**src/rtl/led_ripple_frame_shifter_defines.svh**
```systemverilog
// Assertion macros for the LED ripple frame shifter.
`ifndef LED_RIPPLE_FRAME_SHIFTER_DEFINES_SVH
`define LED_RIPPLE_FRAME_SHIFTER_DEFINES_SVH

`ifndef SYNTHESIS
// same-cycle implication
`define LRFS_ASSERT_IMP(lbl, clk, rst_n, ante, cons) \
	lbl: assert property (@(posedge clk) disable iff (!rst_n) (ante) |-> (cons)) \
		else $error("lrfs assertion failed");
// next-cycle implication
`define LRFS_ASSERT_NXT(lbl, clk, rst_n, ante, cons) \
	lbl: assert property (@(posedge clk) disable iff (!rst_n) (ante) |=> (cons)) \
		else $error("lrfs assertion failed");
`else
`define LRFS_ASSERT_IMP(lbl, clk, rst_n, ante, cons)
`define LRFS_ASSERT_NXT(lbl, clk, rst_n, ante, cons)
`endif

`endif

```
**src/rtl/lrfs_pkg.sv**
```systemverilog
// Shared types, constants and the cell source-select function.
`timescale 1ns / 1ps

package lrfs_pkg;

	localparam int LED_COUNT_DEF = 32;
	localparam int PIX_INDEX_W   = 6;
	localparam int CFG_INDEX_W   = 8;
	localparam int CFG_DATA_W    = 9;
	localparam int SLOT_W        = 9;
	localparam logic [7:0] BRIGHTNESS_RST = 8'd255;

	// register indexes
	localparam logic [CFG_INDEX_W-1:0] REG_RIPPLE_MODE     = 8'd0;
	localparam logic [CFG_INDEX_W-1:0] REG_BRIGHTNESS_SLOT = 8'd1;

	// func field codes
	localparam logic FUNC_TICK = 1'b0;
	localparam logic FUNC_SLOT = 1'b1;

	typedef enum logic [1:0] {
		MODE_TO_HIGH = 2'd0,
		MODE_TO_LOW  = 2'd1,
		MODE_OUTWARD = 2'd2,
		MODE_INWARD  = 2'd3
	} mode_t;

	typedef enum logic [1:0] {
		SRC_LOW,
		SRC_HIGH,
		SRC_FILL
	} src_t;

	typedef struct packed {
		logic [7:0] r;
		logic [7:0] g;
		logic [7:0] b;
	} pixel_t;

	typedef struct packed {
		mode_t mode;
		logic  apply;     // shift frame, load readout
		logic  ro_shift;  // advance readout toward index 0
	} cell_ctrl_t;

	// Where cell idx takes its next pixel from in a given mode.
	function automatic src_t cell_src(mode_t mode, int idx, int n);
		int   h;
		src_t s;
		h = n >> 1;
		s = SRC_FILL;
		unique case (mode)
			MODE_TO_HIGH: s = (idx == 0) ? SRC_FILL : SRC_LOW;
			MODE_TO_LOW:  s = (idx == n - 1) ? SRC_FILL : SRC_HIGH;
			MODE_OUTWARD: begin
				if (idx < h - 1)
					s = SRC_HIGH;
				else if (idx > n - h)
					s = SRC_LOW;
				else
					s = SRC_FILL;
			end
			MODE_INWARD: begin
				if (idx == 0 || idx == n - 1)
					s = SRC_FILL;
				else if (idx < h)
					s = SRC_LOW;
				else
					s = SRC_HIGH;
			end
		endcase
		return s;
	endfunction

endpackage

```
**src/rtl/lrfs_scale.sv**
```systemverilog
// Brightness scaler stage: scales the tick color and holds it until the frame takes it.
`timescale 1ns / 1ps

module lrfs_scale (
	input  logic            clk,
	input  logic            arst_n,
	input  logic            take,
	input  logic            advance,
	input  logic [7:0]      brightness,
	input  logic [7:0]      red,
	input  logic [7:0]      green,
	input  logic [7:0]      blue,
	output logic            valid_s1,
	output lrfs_pkg::pixel_t fill_s1
);
	import lrfs_pkg::*;

	logic [8:0]  gain;
	logic [16:0] prod_r, prod_g, prod_b;

	assign gain   = {1'b0, brightness} + 9'd1;
	assign prod_r = {9'd0, red}   * {8'd0, gain};
	assign prod_g = {9'd0, green} * {8'd0, gain};
	assign prod_b = {9'd0, blue}  * {8'd0, gain};

	always_ff @(posedge clk or negedge arst_n) begin
		if (!arst_n)
			valid_s1 <= 1'b0;
		else if (take)
			valid_s1 <= 1'b1;
		else if (advance)
			valid_s1 <= 1'b0;
	end

	always_ff @(posedge clk) begin
		if (take) begin
			fill_s1.r <= prod_r[15:8];
			fill_s1.g <= prod_g[15:8];
			fill_s1.b <= prod_b[15:8];
		end
	end

endmodule

```
**src/rtl/lrfs_cell.sv**
```systemverilog
// One LED position: frame pixel register plus readout register.
`timescale 1ns / 1ps

module lrfs_cell #(
	parameter int INDEX     = 0,
	parameter int LED_COUNT = lrfs_pkg::LED_COUNT_DEF
) (
	input  logic                 clk,
	input  logic                 arst_n,
	input  lrfs_pkg::cell_ctrl_t ctrl,
	input  lrfs_pkg::pixel_t     fill,
	input  lrfs_pkg::pixel_t     low_px,
	input  lrfs_pkg::pixel_t     high_px,
	input  lrfs_pkg::pixel_t     ro_in,
	output lrfs_pkg::pixel_t     px_q,
	output lrfs_pkg::pixel_t     ro_q
);
	import lrfs_pkg::*;

	pixel_t nxt;

	always_comb begin
		unique case (cell_src(ctrl.mode, INDEX, LED_COUNT))
			SRC_LOW:  nxt = low_px;
			SRC_HIGH: nxt = high_px;
			SRC_FILL: nxt = fill;
			default:  nxt = fill;
		endcase
	end

	always_ff @(posedge clk or negedge arst_n) begin
		if (!arst_n)
			px_q <= '0;
		else if (ctrl.apply)
			px_q <= nxt;
	end

	// readout copy: loaded with the new frame, then walks toward cell 0
	always_ff @(posedge clk) begin
		if (ctrl.apply)
			ro_q <= nxt;
		else if (ctrl.ro_shift)
			ro_q <= ro_in;
	end

endmodule

```
**src/rtl/led_ripple_frame_shifter.sv**
```systemverilog
// Top level of the LED ripple frame shifter.
`timescale 1ns / 1ps
`include "led_ripple_frame_shifter_defines.svh"
// Usage:
//  Input channel (in_valid/in_stall): func=1 requests carry a control slot byte;
//   when slot_index equals brightness_slot, brightness takes slot_value. They
//   produce no output. func=0 requests are ticks carrying a color.
//  A tick is scaled per channel by (v*(1+brightness))>>8 on acceptance; once the
//   readout chain is free, the frame shifts in ripple_mode and takes that color.
//  Output channel (out_valid/out_stall): the whole frame, pixel 0 first, one
//   request per pixel, frame_last on pixel LED_COUNT-1.
//  Path: an accepted tick goes through the scale stage, then the frame load,
//   after which its first pixel is shown.
//  Readout: the readout chain of cells moves one pixel per cycle toward cell 0
//   while out_stall is low. The next tick is taken and scaled while the current
//   frame still drains, and loads as its last pixel leaves, so frames follow
//   without a gap.
//  Stall: out_stall freezes the readout chain; once the scale stage holds a
//   waiting tick, in_stall rises and holds off all input requests.
//  Config (cfg_valid/cfg_ready): always ready; index 0 ripple_mode, 1
//   brightness_slot, others ignored. Write only while idle.
//  Reset: frame black, brightness 255, mode and slot 0, no output pending.
module led_ripple_frame_shifter #(
	parameter int LED_COUNT = lrfs_pkg::LED_COUNT_DEF
) (
	input  logic                             clk,
	input  logic                             arst_n,
	// config write channel
	input  logic                             cfg_valid,
	output logic                             cfg_ready,
	input  logic [lrfs_pkg::CFG_INDEX_W-1:0] cfg_index,
	input  logic [lrfs_pkg::CFG_DATA_W-1:0]  cfg_data,
	// input channel
	input  logic                             in_valid,
	output logic                             in_stall,
	input  logic                             func,
	input  logic [7:0]                       color_red,
	input  logic [7:0]                       color_green,
	input  logic [7:0]                       color_blue,
	input  logic [lrfs_pkg::SLOT_W-1:0]      slot_index,
	input  logic [7:0]                       slot_value,
	// output channel
	output logic                             out_valid,
	input  logic                             out_stall,
	output logic [lrfs_pkg::PIX_INDEX_W-1:0] pixel_index,
	output logic [7:0]                       pixel_red,
	output logic [7:0]                       pixel_green,
	output logic [7:0]                       pixel_blue,
	output logic                             frame_last
);
	import lrfs_pkg::*;

	localparam int IDX_W = $clog2(LED_COUNT);
	localparam logic [IDX_W-1:0] LAST_IDX = IDX_W'(LED_COUNT - 1);

	mode_t               mode_q;
	logic [SLOT_W-1:0]   slot_q;
	logic [7:0]          brightness_q;
	logic [IDX_W-1:0]    idx_q;
	logic                out_valid_q;

	logic       in_acc, tick_acc, out_acc, at_last, ro_free, load;
	logic       valid_s1;
	pixel_t     fill_s1;
	cell_ctrl_t ctrl;
	pixel_t     px [LED_COUNT];
	pixel_t     ro [LED_COUNT];

	// handshakes
	assign cfg_ready = 1'b1;
	assign in_acc    = in_valid && !in_stall;
	assign tick_acc  = in_acc && (func == FUNC_TICK);
	assign out_acc   = out_valid_q && !out_stall;
	assign at_last   = (idx_q == LAST_IDX);
	// readout chain can take a new frame this cycle
	assign ro_free   = !out_valid_q || (out_acc && at_last);
	assign load      = valid_s1 && ro_free;
	assign in_stall  = valid_s1 && !ro_free;

	// config registers
	always_ff @(posedge clk or negedge arst_n) begin
		if (!arst_n) begin
			mode_q <= MODE_TO_HIGH;
			slot_q <= '0;
		end else if (cfg_valid && cfg_ready) begin
			if (cfg_index == REG_RIPPLE_MODE)
				mode_q <= mode_t'(cfg_data[1:0]);
			else if (cfg_index == REG_BRIGHTNESS_SLOT)
				slot_q <= cfg_data[SLOT_W-1:0];
		end
	end

	// brightness from matching control slot
	always_ff @(posedge clk or negedge arst_n) begin
		if (!arst_n)
			brightness_q <= BRIGHTNESS_RST;
		else if (in_acc && func == FUNC_SLOT && slot_index == slot_q)
			brightness_q <= slot_value;
	end

	lrfs_scale u_scale (
		.clk       (clk),
		.arst_n    (arst_n),
		.take      (tick_acc),
		.advance   (load),
		.brightness(brightness_q),
		.red       (color_red),
		.green     (color_green),
		.blue      (color_blue),
		.valid_s1  (valid_s1),
		.fill_s1   (fill_s1)
	);

	assign ctrl.mode     = mode_q;
	assign ctrl.apply    = load;
	assign ctrl.ro_shift = out_acc;

	// row of cells; neighbors beyond the ends are never selected
	for (genvar g = 0; g < LED_COUNT; g++) begin : g_cell
		pixel_t low_px, high_px, ro_in;
		if (g == 0) begin : g_lo_end
			assign low_px = '0;
		end else begin : g_lo
			assign low_px = px[g-1];
		end
		if (g == LED_COUNT - 1) begin : g_hi_end
			assign high_px = '0;
			assign ro_in   = '0;
		end else begin : g_hi
			assign high_px = px[g+1];
			assign ro_in   = ro[g+1];
		end
		lrfs_cell #(
			.INDEX    (g),
			.LED_COUNT(LED_COUNT)
		) u_cell (
			.clk    (clk),
			.arst_n (arst_n),
			.ctrl   (ctrl),
			.fill   (fill_s1),
			.low_px (low_px),
			.high_px(high_px),
			.ro_in  (ro_in),
			.px_q   (px[g]),
			.ro_q   (ro[g])
		);
	end

	// output sequencing: pixel counter and valid
	always_ff @(posedge clk or negedge arst_n) begin
		if (!arst_n) begin
			out_valid_q <= 1'b0;
			idx_q       <= '0;
		end else if (load) begin
			out_valid_q <= 1'b1;
			idx_q       <= '0;
		end else if (out_acc) begin
			if (at_last)
				out_valid_q <= 1'b0;
			else
				idx_q <= idx_q + 1'b1;
		end
	end

	assign out_valid   = out_valid_q;
	assign pixel_index = PIX_INDEX_W'(idx_q);
	assign pixel_red   = ro[0].r;
	assign pixel_green = ro[0].g;
	assign pixel_blue  = ro[0].b;
	assign frame_last  = at_last;

	// a tick taken is held in the scale stage next cycle
	`LRFS_ASSERT_NXT(a_tick_held, clk, arst_n, tick_acc, valid_s1)
	// a waiting tick is not dropped while the readout is busy
	`LRFS_ASSERT_NXT(a_tick_kept, clk, arst_n, valid_s1 && !ro_free, valid_s1)
	// a frame load starts at pixel 0 with output valid
	`LRFS_ASSERT_NXT(a_load_start, clk, arst_n, load, out_valid && idx_q == '0)
	// last pixel taken without a new frame ends the output
	`LRFS_ASSERT_NXT(a_frame_end, clk, arst_n, out_acc && at_last && !load, !out_valid)

endmodule
```
**config.mk**
```make
export PLATFORM = sky130hd
export DESIGN_NAME = led_ripple_frame_shifter
export DESIGN_NICKNAME = d
export VERILOG_FILES = /design/src/rtl/lrfs_pkg.sv /design/src/rtl/lrfs_scale.sv /design/src/rtl/lrfs_cell.sv /design/src/rtl/led_ripple_frame_shifter.sv
export VERILOG_INCLUDE_DIRS = /design/src /design/src/rtl
export SDC_FILE = /design/constraint.sdc
export NUM_CORES = 2
export LEC_CHECK = 0
export BUFFER_PORTS_ARGS = -buffer_cell sky130_fd_sc_hd__buf_4
export CAP_MARGIN = 10
export CORE_ASPECT_RATIO = 1.1
export CORE_MARGIN = 3
export CORE_UTILIZATION = 40
export CTS_CLUSTER_SIZE = 24
export DETAILED_ROUTE_END_ITERATION = 10
export SLEW_MARGIN = 0
export SYNTH_ARGS = -nofsm -noshare
export SYNTH_HDL_FRONTEND = slang
export SYNTH_SLANG_ARGS = --single-unit
```
**constraint.sdc**
```tcl
create_clock -name clk -period 78.6 [get_ports clk]
set_input_delay 11.79 -clock clk [delete_from_list [all_inputs] [get_ports clk]]
set_output_delay 11.79 -clock clk [all_outputs]
set_load 0.005 [all_outputs]
```
Word level (Yosys, flattened, before mapping)
Cells that the tools add are included.
{ "totals": {"out_inout_bits": 34, "wordCells": 363, "input_bits": 64, "ff_bits": 1586} }
{ "classes": {"n_addsub": 2, "n_eq_ne": 13, "n_mul": 3, "n_reduce_logical": 32, "n_mux": 110, "bitwise_logic": 2} }
{ "ops": {"columns": ["cell", "count"], "rows": [
  ["2-to-1 mux 24 bit", 64],
  ["one-hot mux 24 bit (2 select lines)", 32],
  ["multiplier 8 x 9 -> 16 bit", 3],
  ["one-hot mux 2 bit (2 select lines)", 4],
  ["2-to-1 mux 5 bit", 3],
  ["equality test 2 x 1 -> 1 bit, second input constant", 7],
  ["logical NOT 2 bit", 7],
  ["one-hot mux 2 bit (3 select lines)", 2],
  ["adder 8 x 1 -> 9 bit, second input constant", 1],
  ["equality test 9 bit", 1],
  ["equality test 8 x 1 -> 1 bit, second input constant", 1],
  ["logical AND 1 bit", 8],
  ["logical NOT 8 bit", 1],
  ["OR reduction 2 bit", 4],
  ["AND reduction 2 bit", 3],
  ["nonzero test 2 bit", 3],
  ["adder 5 x 1 -> 5 bit, second input constant", 1],
  ["equality test 5 bit, second input constant", 1],
  ["2-to-1 mux 1 bit", 5],
  ["equality test 2 bit, second input constant", 2],
  ["logical NOT 1 bit", 4],
  ["AND reduction 3 bit", 1],
  ["!= test 2 x 1 -> 1 bit, second input constant", 1],
  ["NOT 1 bit", 2],
  ["logical OR 1 bit", 1]
]} }

Depth between registers and ports, before layout
{ "logic_depth": {"word_depth": 10, "mapped_depth": 20, "ltp_nobuf": 18} }

By module
A second synthesis with hierarchy kept.
{ "unflattened": {"hier_cells": 7219, "hier_area_um2": 76768.6} }
{ "by_module_without_submodules": {"columns": ["module", "seq_area_each_um2", "area_each_um2", "cells_per_inst", "instances"], "rows": [
  ["lrfs_cell (g_cell[0].u_cell ...)", 1321.3, 2108.3, 210, 15],
  ["lrfs_cell (g_cell[17].u_cell ...)", 1321.3, 2099.5, 183, 15],
  ["lrfs_scale", 745.7, 7288.2, 781, 1],
  ["lrfs_cell (g_cell[16].u_cell)", 1321.3, 2596.2, 213, 1],
  ["lrfs_cell (g_cell[15].u_cell)", 1321.3, 2555.0, 238, 1],
  ["led_ripple_frame_shifter", 635.6, 1212.4, 92, 1]
]} }

Worst setup path before layout
Ideal clock, no wire load.
{ "synth_timing": {"path_type": "reg2reg", "start": "reg out_valid_q (netlist: out_valid)", "end": "reg g_cell[0].u_cell.ro_q[0] (netlist bit), enable pin", "n_path_buf": 0, "required_ns": 75.633, "period_less_slack_ns": 56.744, "stages_incl_launch_ff": 2, "setup_time_ns": 2.967, "arrival_time_ns": 53.778, "slack_ns": 21.856, "path_cell_list": "dfrtp_1 -> o21ai_0"} }
{ "synth_via": {"elab_chain_cells": 5, "word_cells_on_any_way": 6, "classes_between": "6 x reduce/logical"} }
{ "synth_lines": {"columns": ["item", "line_no", "source"], "rows": [
  ["start: declaration", "led_ripple_frame_shifter.sv:60", "logic out_valid_q;"],
  ["start signal: assignment", "led_ripple_frame_shifter.sv:152", "out_valid_q <= 1'b0;"],
  ["start signal: assignment", "led_ripple_frame_shifter.sv:155", "out_valid_q <= 1'b1;"],
  ["start signal: assignment", "led_ripple_frame_shifter.sv:159", "out_valid_q <= 1'b0;"],
  ["logical AND 1 bit", "led_ripple_frame_shifter.sv:73", "assign out_acc = out_valid_q && !out_stall;"],
  ["logical AND 1 bit", "led_ripple_frame_shifter.sv:76", "assign ro_free = !out_valid_q || (out_acc && at_last);"],
  ["logical OR 1 bit", "led_ripple_frame_shifter.sv:76", null],
  ["logical AND 1 bit", "led_ripple_frame_shifter.sv:77", "assign load = valid_s1 && ro_free;"],
  ["nonzero test 2 bit (no line) *", null, null],
  ["end signal: assignment", "lrfs_cell.sv:41", "ro_q <= nxt;"],
  ["end signal: assignment", "lrfs_cell.sv:43", "ro_q <= ro_in;"],
  ["end: declaration", "lrfs_cell.sv:16", "output lrfs_pkg::pixel_t ro_q"]
]} }
Mark *: on every way between the ends. The rest lies on a longest branch, timed or not.
A chain may end at the register's enable or synchronous reset.

Worst setup path after layout
{ "layout_timing": {"start": "in out_stall", "end": "out in_stall"} }
{ "layout_via": {"elab_chain_cells": 6} }
{ "layout_lines": {"columns": ["item", "line_no", "source"], "rows": [
  ["start: declaration", "led_ripple_frame_shifter.sv:44", "input logic out_stall,"],
  ["logical NOT 1 bit", "led_ripple_frame_shifter.sv:73", null],
  ["logical AND 1 bit", "led_ripple_frame_shifter.sv:73", null],
  ["logical AND 1 bit", "led_ripple_frame_shifter.sv:76", null],
  ["logical OR 1 bit", "led_ripple_frame_shifter.sv:76", null],
  ["logical NOT 1 bit", "led_ripple_frame_shifter.sv:78", "assign in_stall = valid_s1 && !ro_free;"],
  ["logical AND 1 bit", "led_ripple_frame_shifter.sv:78", null],
  ["end: declaration", "led_ripple_frame_shifter.sv:35", "output logic in_stall,"]
]} }
Every way passes these cells.

==> results.cfg <==
[yosys]
synth_area_leaders = edfxtp_1 (32%), dfrtp_1 (27%), o21a_1 (14%)
synth.distinct_cells = 49
synth_top_area_frac = 0.321
yosysTopAreaCell = edfxtp_1
syn-cell-area_um2 = 74000
async_reset_ff_frac = 0.501
postSynthCellCount = 6216
synth_nets = 6504
ys_seq_area_frac = 0.590
synth_ff_type = edfxtp_1
synth-edff-count = 792
ys_warn_count = 0
yosys_register_bits = 1586
synth_area_per_cell_um2 = 11.9

[floorplanning]
io_pins = 98
chipHeight_um = 457
initial_core_util = 0.405
rows = 164
fp.dieArea_um2 = 190000
die_w_um = 416
coreArea_um2 = 183000

[cts]
cts_tree = yes
post_cts_buffers = 0
clkTransAtPathRegs_ps = 60
cts_hold_buffers = 0
clock_path_buffers = 3
numCtsBuffers = 168
ctsResizeCount = 0
numClockSinks = 1586
worstSkewPairLatency_ps = 790
clockRootBuffer = clkbuf_16
cts.htree.levels = 4

[route]
drt_iter0_drc = 2743
viasPerCell = 5.22
wl_um = 147000
via_count = 45400
final_antenna_net_count = 0
first_pass_iters = 5
routedWlPerCell_um = 16.9
drc = 0

[status]
status = finished clean

[layout]
final_cell_mix = o21a_1 (1398), nand2_1 (1142), edfxtp_1 (792)
fillerInstances = 16800
register_area_um2 = 43700
multiInputGateArea_um2 = 27900
fin_nets = 6433
drive_above_1_share = 0.0704
syn2layout_area_growth_pct = 10.6
mostFrequentLayoutCell = o21a_1

[timing]
fin_worst_skew_ps = 37.2
slew_viol_final = 0
setup_viol = 0
finalWorstSetupSlack_ps = 54310
worst_slew_pin_slew_ps = 1150
fmaxAchievable_mhz = 41.2
rsz0062_at_grt = false
final.setup.tns_ps = 0
finalHoldViolations = 0
post-route-min-period_ps = 24290
slew_headroom = 0.231
fin_crit_sh = 0.309

[critical_path]
worstSetupStartpointType = input pin
crit_arrival_ps = 12500
cp-end-kind = primary output
reg2reg_to = g_cell[24].u_cell.ro_q[10]
worstPathRequired_ps = 66810
worstPathMaxFanout = 4
r2r-start = idx_q[0]
r2r_slack_ps = 71730
rr_worst_depth = 13
worstSetupPathType = input pin to primary output

[run]
drv_cap = 0

[power]
leakagePower_nw = 32.3
p_per_area_nw_per_um2 = 30.1
vdd_drop_max_mv = 0.0244

[min_path]
hold_path_class = flop to flop
holdPathStages = 1
min_to = g_cell[31].u_cell.px_q[7]
min-delay-start = g_cell[31].u_cell.px_q[7]

[grt]
grt_first_pass_wirelength_um = 244000
grt_pass1_vias = 46700
track_usage = 0.155
grt_overflow = 0
grt_max_degree = 256
antenna_found_initial = 7

[place]
hpwlAfterDp_um = 89000
routabilityCongestion = 0.778
io_buffers = 95
pre_cts_slack_ps = 54300
routing by layer:
| metal | track usage | part of all wire |
|---|---|---|
| met4 | 0.0498 | 0.028 |
| met5 | 0 | 0.00027 |
| met1 | 0.200 | 0.45 |
| met2 | 0.262 | 0.49 |
| met3 | 0.0291 | 0.036 |
cells by family (layout without fill, tap and decap cells):
family | count (synthesis) | after routing | share of synthesized area
AND/OR/NAND/NOR | 1747 | 1747 | 0.101
AO/OA/AOI/OAI | 1664 | 1664 | 0.168
flip-flops | 1586 | 1586 | 0.590
buffers and inverters | 561 | 636 | 0.0333
multiplexers | 379 | 379 | 0.0516
adder cells (fa/ha/maj) | 224 | 224 | 0.0501
XOR/XNOR | 53 | 53 | 0.00627
other | 2 | 4 | 0.000101
cell usage after synthesis (all sizes together), types with 3 or more instances:
cell type	n
inv	154
nand3	344
mux2	17
nor2b	16
dfrtp	786
a31oi	3
edfxtp	792
a211oi	3
nor3	6
nand4	3
o21ai	35
xnor2	35
clkbuf	118
a21o	123
nand4b	3
o21bai	3
nand2b	5
nor2	71
nand2	1143
buf	289
o21a	1398
o211ai	4
fa	120
mux2i	362
and2	145
a21oi	39
dfstp	8
a221oi	48
ha	104
nor4	3
and3	4
xor2	18
how the worst max path moves through the flow:
stage          slack, ps                       end  depth (start not counted)      start
5_1_grt            54280                  in_stall                          5  out_stall
3_5_place_dp       54300                  in_stall                          5  out_stall
3_3_place_gp       54280                  in_stall                          5  out_stall
4_1_cts            54300                  in_stall                          5  out_stall
6_report           54310                  in_stall                          5  out_stall
2_1_floorplan      21860  g_cell[0].u_cell.ro_q[0]                          1  out_valid
worst max-delay path, stage by stage:
cell and delay (ps):
buf_4 120, o21ai_2 240, or2_2 180, inv_1 50, buf_4 130
where the power goes:
group          switching (mW)  internal [mW]  total, mW
Clock                   0.328          0.438      0.766
Combinational           0.195          0.237      0.432
Sequential              0.154           1.11       1.26
final cells by class:
cell class	instances	share of cell area
Antenna cell	2	0.0000612
Clock inverter	57	0.00677
Timing Repair Buffer	166	0.0158
Multi-Input combinational cell	4069	0.341
Sequential cell	1586	0.534
Clock buffer	259	0.0584
Inverter	154	0.00707
Tap cell	2407	0.0368
sequential cells by signal, indices dropped and copies added, names as in the netlist:
name and count:
brightness_q 8, u_scale.valid_s1 1, mode_q 2, u_scale.fill_s1 24, out_valid 1, slot_q 9
g_cell.u_cell.ro_q 768, idx_q 5, g_cell.u_cell.px_q 768
through the flow:
stage,util,total power [mW],cell area [µm²],hold slack [ps],std cells
finish,0.448,2.46,81800,472,8700
floorplan,-,1.64,74000,449,6216
global route,0.447,2.61,81800,493,8699
detailed placement,0.418,1.72,76500,465,8382
global placement,0.418,1.70,76500,458,8382
CTS,0.447,2.50,81800,478,8698
Note: power is estimated with default switching activity, not from simulation.
